===== src/rtl/core/ctq_pkg.sv =====
package ctq_pkg;

  localparam int unsigned CTQ_DEPTH = 8;
  localparam int unsigned OCC_W     = 4;

  // command kinds
  localparam logic [1:0] KIND_PLAIN = 2'd0;
  localparam logic [1:0] KIND_POWER = 2'd1;
  localparam logic [1:0] KIND_SYNC  = 2'd2;
  localparam logic [1:0] KIND_POP   = 2'd3;

  // task types
  localparam logic [2:0] T_POWER_ON  = 3'd0;
  localparam logic [2:0] T_SHUTDOWN  = 3'd1;
  localparam logic [2:0] T_RENDER    = 3'd2;
  localparam logic [2:0] T_SYNC      = 3'd3;
  localparam logic [2:0] T_SAVE      = 3'd4;

  typedef struct packed {
    logic [1:0] kind;
    logic [2:0] task_type;
    logic [7:0] layer;
  } ctq_in_t;

  typedef struct packed {
    logic             accepted;
    logic             overflow;
    logic             pop_valid;
    logic [2:0]       pop_type;
    logic [7:0]       pop_layer;
    logic [OCC_W-1:0] occupancy;
  } ctq_out_t;

  typedef enum logic [1:0] {
    ST_IDLE,
    ST_SCAN,
    ST_FINISH
  } ctq_state_t;

  typedef struct packed {
    logic load;
    logic scan;
    logic finish;
  } ctq_cmd_t;

  typedef struct packed {
    logic scan_done;
  } ctq_sts_t;

  // true when a push carries a type that is queued
  function automatic logic type_ok(input logic [1:0] kind, input logic [2:0] t);
    return (kind == KIND_SYNC) || (t <= T_SAVE);
  endfunction

  // decides whether a stored entry survives the compaction of this command
  function automatic logic keep_entry(input logic [1:0] kind, input logic [2:0] t,
                                      input logic [2:0] e, input logic first);
    logic k;
    k = 1'b1;
    if (kind == KIND_POP) begin
      k = !first;
    end else if (kind == KIND_SYNC) begin
      k = (e != T_SYNC);
    end else if (t > T_SAVE) begin
      k = 1'b1;
    end else if (kind == KIND_POWER && t == T_SHUTDOWN) begin
      k = (e == T_SAVE) || (e == T_SYNC);
    end else if (kind == KIND_POWER && t == T_POWER_ON) begin
      k = (e != T_POWER_ON) && (e != T_SHUTDOWN);
    end else begin
      k = (e != t);
    end
    return k;
  endfunction

endpackage


===== src/rtl/core/ctq_ctrl.sv =====
module ctq_ctrl
  import ctq_pkg::*;
(
  input  logic     clk,
  input  logic     rst,
  input  logic     start,
  input  ctq_sts_t sts,
  output ctq_cmd_t cmd,
  output logic     busy
);

  ctq_state_t state, state_next;

  always_ff @(posedge clk) begin
    if (rst) begin
      state <= ST_IDLE;
    end else begin
      state <= state_next;
    end
  end

  always_comb begin
    state_next = state;
    cmd        = '0;
    busy       = 1'b1;
    case (state)
      ST_IDLE: begin
        busy = 1'b0;
        if (start) begin
          cmd.load   = 1'b1;
          state_next = ST_SCAN;
        end
      end
      ST_SCAN: begin
        cmd.scan = 1'b1;
        if (sts.scan_done) begin
          state_next = ST_FINISH;
        end
      end
      ST_FINISH: begin
        cmd.finish = 1'b1;
        state_next = ST_IDLE;
      end
      default: begin
        state_next = ST_IDLE;
      end
    endcase
  end

endmodule


===== src/rtl/core/ctq_datapath.sv =====
module ctq_datapath
  import ctq_pkg::*;
#(
  parameter int unsigned DEPTH = CTQ_DEPTH
) (
  input  logic     clk,
  input  logic     rst,
  input  ctq_in_t  cmd_in,
  input  ctq_cmd_t cmd,
  output ctq_sts_t sts,
  output logic     done,
  output ctq_out_t result
);

  localparam int unsigned AW = (DEPTH > 1) ? $clog2(DEPTH) : 1;
  localparam int unsigned CW = $clog2(DEPTH + 1);
  localparam int unsigned EW = 11;

  logic [EW-1:0] mem [DEPTH];
  logic [EW-1:0] rdata;

  ctq_in_t       op;
  logic [CW-1:0] count;
  logic [CW-1:0] rd_idx;
  logic [CW-1:0] wr_idx;
  logic          rd_pending;
  logic          rd_first;
  logic          head_seen;
  logic [EW-1:0] head;

  logic          rd_en;
  logic          wr_en;
  logic [AW-1:0] wr_addr;
  logic [EW-1:0] wdata;
  logic          keep;
  logic          is_push;
  logic          push_ok;
  logic          room;

  assign rd_en   = cmd.scan && (rd_idx < count);
  assign keep    = keep_entry(op.kind, op.task_type, rdata[EW-1:8], rd_first);
  assign is_push = (op.kind != KIND_POP);
  assign room    = (wr_idx < CW'(DEPTH));
  assign push_ok = is_push && type_ok(op.kind, op.task_type);

  assign sts.scan_done = (rd_idx >= count) && !rd_pending;

  // one write port: survivors during the scan, the new entry at the end
  always_comb begin
    wr_en   = 1'b0;
    wr_addr = wr_idx[AW-1:0];
    wdata   = rdata;
    if (cmd.scan && rd_pending && keep) begin
      wr_en = 1'b1;
    end else if (cmd.finish && push_ok && room) begin
      wr_en = 1'b1;
      if (op.kind == KIND_SYNC) begin
        wdata = {T_SYNC, op.layer};
      end else begin
        wdata = {op.task_type, 8'd0};
      end
    end
  end

  always_ff @(posedge clk) begin
    if (rd_en) begin
      rdata <= mem[rd_idx[AW-1:0]];
    end
    if (wr_en) begin
      mem[wr_addr] <= wdata;
    end
  end

  always_ff @(posedge clk) begin
    if (cmd.load) begin
      op <= cmd_in;
    end
    if (cmd.scan && rd_pending && rd_first) begin
      head <= rdata;
    end
  end

  always_ff @(posedge clk) begin
    if (rst) begin
      count      <= '0;
      rd_idx     <= '0;
      wr_idx     <= '0;
      rd_pending <= 1'b0;
      rd_first   <= 1'b0;
      head_seen  <= 1'b0;
      done       <= 1'b0;
    end else begin
      done <= 1'b0;
      if (cmd.load) begin
        rd_idx     <= '0;
        wr_idx     <= '0;
        rd_pending <= 1'b0;
        head_seen  <= 1'b0;
      end
      if (cmd.scan) begin
        rd_pending <= rd_en;
        rd_first   <= (rd_idx == '0);
        if (rd_en) begin
          rd_idx <= rd_idx + 1'b1;
        end
        if (rd_pending && keep) begin
          wr_idx <= wr_idx + 1'b1;
        end
        if (rd_pending && rd_first) begin
          head_seen <= 1'b1;
        end
      end
      if (cmd.finish) begin
        done <= 1'b1;
        if (push_ok && room) begin
          count <= wr_idx + 1'b1;
        end else begin
          count <= wr_idx;
        end
      end
    end
  end

  always_ff @(posedge clk) begin
    if (cmd.finish) begin
      result.accepted  <= push_ok && room;
      result.overflow  <= push_ok && !room;
      result.pop_valid <= !is_push && head_seen;
      if (!is_push && head_seen) begin
        result.pop_type  <= head[EW-1:8];
        result.pop_layer <= (head[EW-1:8] == T_SYNC) ? head[7:0] : 8'd0;
      end else begin
        result.pop_type  <= '0;
        result.pop_layer <= '0;
      end
      if (push_ok && room) begin
        result.occupancy <= OCC_W'(wr_idx + 1'b1);
      end else begin
        result.occupancy <= OCC_W'(wr_idx);
      end
    end
  end

endmodule


===== src/rtl/core/coalescing_task_queue.sv =====
// a new command is taken only while the block is idle; the compaction walk goes through
//   the single read / single write port of the entry memory
// reset: synchronous active-high rst empties the queue and returns to idle; the entry
//   memory itself is not cleared, only the fill count
// the result is shown for one cycle with done and cannot be stalled by the receiver
module coalescing_task_queue
  import ctq_pkg::*;
#(
  parameter int unsigned DEPTH = CTQ_DEPTH
) (
  input  logic     clk,
  input  logic     rst,
  input  logic     start,
  input  ctq_in_t  cmd,
  output logic     busy,
  output logic     done,
  output ctq_out_t result
);

  // command and status between the sequencer and the queue datapath
  ctq_cmd_t ctl_cmd;
  ctq_sts_t ctl_sts;

  // sequencer: idle -> scan (walk and compact the stored entries) -> finish (append, report)
  ctq_ctrl u_ctrl (
    .clk   (clk),
    .rst   (rst),
    .start (start),
    .sts   (ctl_sts),
    .cmd   (ctl_cmd),
    .busy  (busy)
  );

  // datapath: entry memory, read/write indexes, fill count and result register
  // a pop is handled as a compaction that drops the head entry
  ctq_datapath #(
    .DEPTH (DEPTH)
  ) u_dp (
    .clk    (clk),
    .rst    (rst),
    .cmd_in (cmd),
    .cmd    (ctl_cmd),
    .sts    (ctl_sts),
    .done   (done),
    .result (result)
  );

endmodule


===== config.mk =====
export PLATFORM = sky130hd
export DESIGN_NAME = coalescing_task_queue
export DESIGN_NICKNAME = d
export VERILOG_FILES = /design/src/rtl/core/ctq_pkg.sv /design/src/rtl/core/ctq_ctrl.sv /design/src/rtl/core/ctq_datapath.sv /design/src/rtl/core/coalescing_task_queue.sv
export SDC_FILE = /design/constraint.sdc
export NUM_CORES = 1
export LEC_CHECK = 0
export BUFFER_PORTS_ARGS = -buffer_cell sky130_fd_sc_hd__buf_2
export CAP_MARGIN = 10
export CORE_UTILIZATION = 55
export CTS_CLUSTER_SIZE = 30
export DETAILED_ROUTE_END_ITERATION = 10
export PLACE_DENSITY = 0.83
export RECOVER_POWER = 25
export SLEW_MARGIN = 15
export SYNTH_ARGS = -nofsm -noshare
export SYNTH_HDL_FRONTEND = slang
export SYNTH_SLANG_ARGS = --single-unit

===== constraint.sdc =====
create_clock -name clk -period 3.1 [get_ports clk]
set_input_delay 0.62 -clock clk [delete_from_list [all_inputs] [get_ports clk]]
set_output_delay 0.62 -clock clk [all_outputs]
set_load 0.02 [all_outputs]

==> impl_metrics.toml <==
[synthesis]
synth_common_cells = "edfxtp_1, nand2_1, mux4_2"
yosysMostFrequentCell = "edfxtp_1"
synthTopCellsByArea = "edfxtp_1, mux4_2, dfxtp_1"
synth_cell_types = 45
synth.net_count = 398
synth_cells = 375
ys_warn_count = 0
async_reset_ff_frac = 0
synth_flop_cell = "edfxtp_1"
synth_area_sq_mm = 0.00636
yosys.area.top_type = "edfxtp_1"
yosysSeqAreaShare = 0.722
synth_seq_cells = 159
netlist.area_leader.share = 0.665
postSynthAreaPerCell_sq_um = 17.0
synth_edf_count = 141

[run_status]
violations = "capacitance limit, slew limit"
outcome = "complete, but fails checks"

[place]
gp_congestion = 0.829
dpl.hpwl_um = 7300
place_inst = 543
io_buffers = 35
dp_slack_ps = 210
place_area_sq_mm = 0.00671

[floorplanning]
die_x_um = 110
die-area_sq_mm = 0.0120
core-area_sq_mm = 0.0110
row_count = 38
start_util = 0.577
io_pins = 36
die_h_um = 110

[worst_hold_path]
whs_path_depth = 1
min_path_type = "in2reg"

[pwr]
leakagePower_nw = 2.40
ir_drop_mv = 0.477
power_density_mw_per_mm2 = 629

[critical_path]
worst_setup_path_start_kind = "register"
worstPathArrival_ps = 2760
crit_required_ps = 3170
endpoint_kind = "register"
reg2reg_depth = 5
worst-path-stages = 5
slowest_stage = "o21ai_0"
cp_cell_sequence = "o21ai_1, o211a_1, nand2_1, buf_4, o21ai_0"
cp_max_fo = 22
crit_family = "compound AO/OA/AOI/OAI gates"
max_stage_delay_ps = 840
critPathBufInv = 1
path_class = "reg2reg"

[cells_and_area]
nets = 445
drive_gt1_frac = 0.232
syn2layout_area_growth_pct = 14.7
fill_cells = 691
n_antenna_cell = 0
design_area_sq_mm = 0.00730
final_cells = 575

[routing]
route.detailed.drc = 0
drtIter0Drc = 328
via_count = 3361
wl_per_cell_um = 20.0
drt-pass1-iter-count = 7
wl_um = 11500
ant_nets = 0
detail_route.vias_per_cell = 5.85

[timing]
layout_setup_ws_ps = 409
fin_crit_sh = 0.868
tightest_slew_ps = 1520
fin_setup_tns_ps = 0
period_needed_ps = 2690
finalSetupViolCount = 0
maxSlewViolCount = 27
finalHoldViolCount = 0
fmax_mhz = 372
rsz0062_at_grt = "false"
slew_headroom = -0.0126
final.setup_skew_ps = 9.09

[global_routing]
grt-ovfl-total = 0
grtUsageMet2 = 0.344
busiest_layer = "met2"
antenna_found_initial = 0
grtUsageMet1 = 0.272
grt_pass1_wl_um = 17700
grt_pass1_vias = 3342
grt_start_max_net_pins = 27
grt.total_usage = 0.207
use_met3 = 0.0510

[clock_tree]
cts_tree = "built"
clkTransAtPathRegs_ps = 60
cts_hold_buffers = 0
cts_root_buf = "clkbuf_16"
postCtsSetupRepairBufs = 0
cts-htree-levels = 4
cts.sinks = 159
cts_resized = 0
cts_made_buffers = 17
clock_path_buffers = 2
clk_latency_ps = 420

[flow_run]
maxCapViolCount = 1
-- kinds of logic after synthesis --
family,synth area share
compound gates,0.0411
xor+xnor,0.00688
fa+ha+maj,0.0138
buf+inv,0.0195
flops,0.722
mux,0.104
simple gates,0.0926
-- report_power, final --
group          switching (mW)  leakage (nW)  internal (mW)  total, mW
clock                   0.819         0.291           1.27       2.09
combinational          0.0917         0.666         0.0433      0.135
sequential             0.0157          1.44           2.35       2.36
-- through the flow --
step           total power, mW  utilization  hold slack, ps
5_1_grt                   4.72        0.661             358
3_5_place_dp              2.54        0.608             434
6_report                  4.59        0.661             377
4_1_cts                   4.61        0.663             362
2_1_floorplan             2.49            -             426
3_3_place_gp              2.53        0.608             429
-- layout make-up --
| cell class | count | area [sq um] | area share |
|---|---|---|---|
| inverters | 11 | 41.3 | 0.00566 |
| well taps | 140 | 175 | 0.0240 |
| multi-input cells | 188 | 1660 | 0.228 |
| repair buffers | 45 | 218 | 0.0298 |
| clock buffers | 17 | 425 | 0.0583 |
| clock inverters | 15 | 180 | 0.0247 |
| flip-flops and latches | 159 | 4590 | 0.630 |
-- state kept, by name (all words and copies together), names as in the netlist --
register and count:
u_dp.count 4, u_dp.rd_pending 1, u_dp.op 13, u_ctrl.state 2
u_dp.mem 88, u_dp.result 18, u_dp.head 11, u_dp.wr_idx 4
u_dp.rd_idx 4, u_dp.rd_first 1, u_dp.head_seen 1, u_dp.rdata 11
u_dp.done 1
-- placed cells by master, fill, tap and decap left out, types with 8 or more instances in the layout --
cell | Yosys | layout
mux2_2 | 13 | 13
a21oi_1 | 9 | 9
o21ai_0 | 17 | 17
and2_1 | 15 | 12
edfxtp_1 | 141 | 141
inv_1 | 11 | 11
nand2_1 | 28 | 28
dfxtp_1 | 18 | 18
nor2_1 | 15 | 15
clkbuf_16 | 0 | 17
clkbuf_1 | 11 | 22
mux4_2 | 22 | 22
buf_2 | 3 | 15
buf_4 | 0 | 8
-- worst paths after layout --
path                                               from                        to  slack, ps
worst max-delay path               u_dp.op[9]$_DFFE_PP_  u_dp.mem[4][5]$_DFFE_PP_        410
worst min-delay path                             cmd[6]      u_dp.op[6]$_DFFE_PP_        380
worst max register to register     u_dp.op[9]$_DFFE_PP_  u_dp.mem[4][5]$_DFFE_PP_        410
worst min register to register  u_dp.rdata[1]$_DFFE_PN_    u_dp.head[1]$_DFFE_PP_        440
-- per-layer routing --
metal	vias up	wire length, um
li1	1537	-
met4	0	138
met1	1677	4760
met3	17	754
met5	-	0
met2	130	5850
Note: power is estimated with default switching activity, not from simulation.
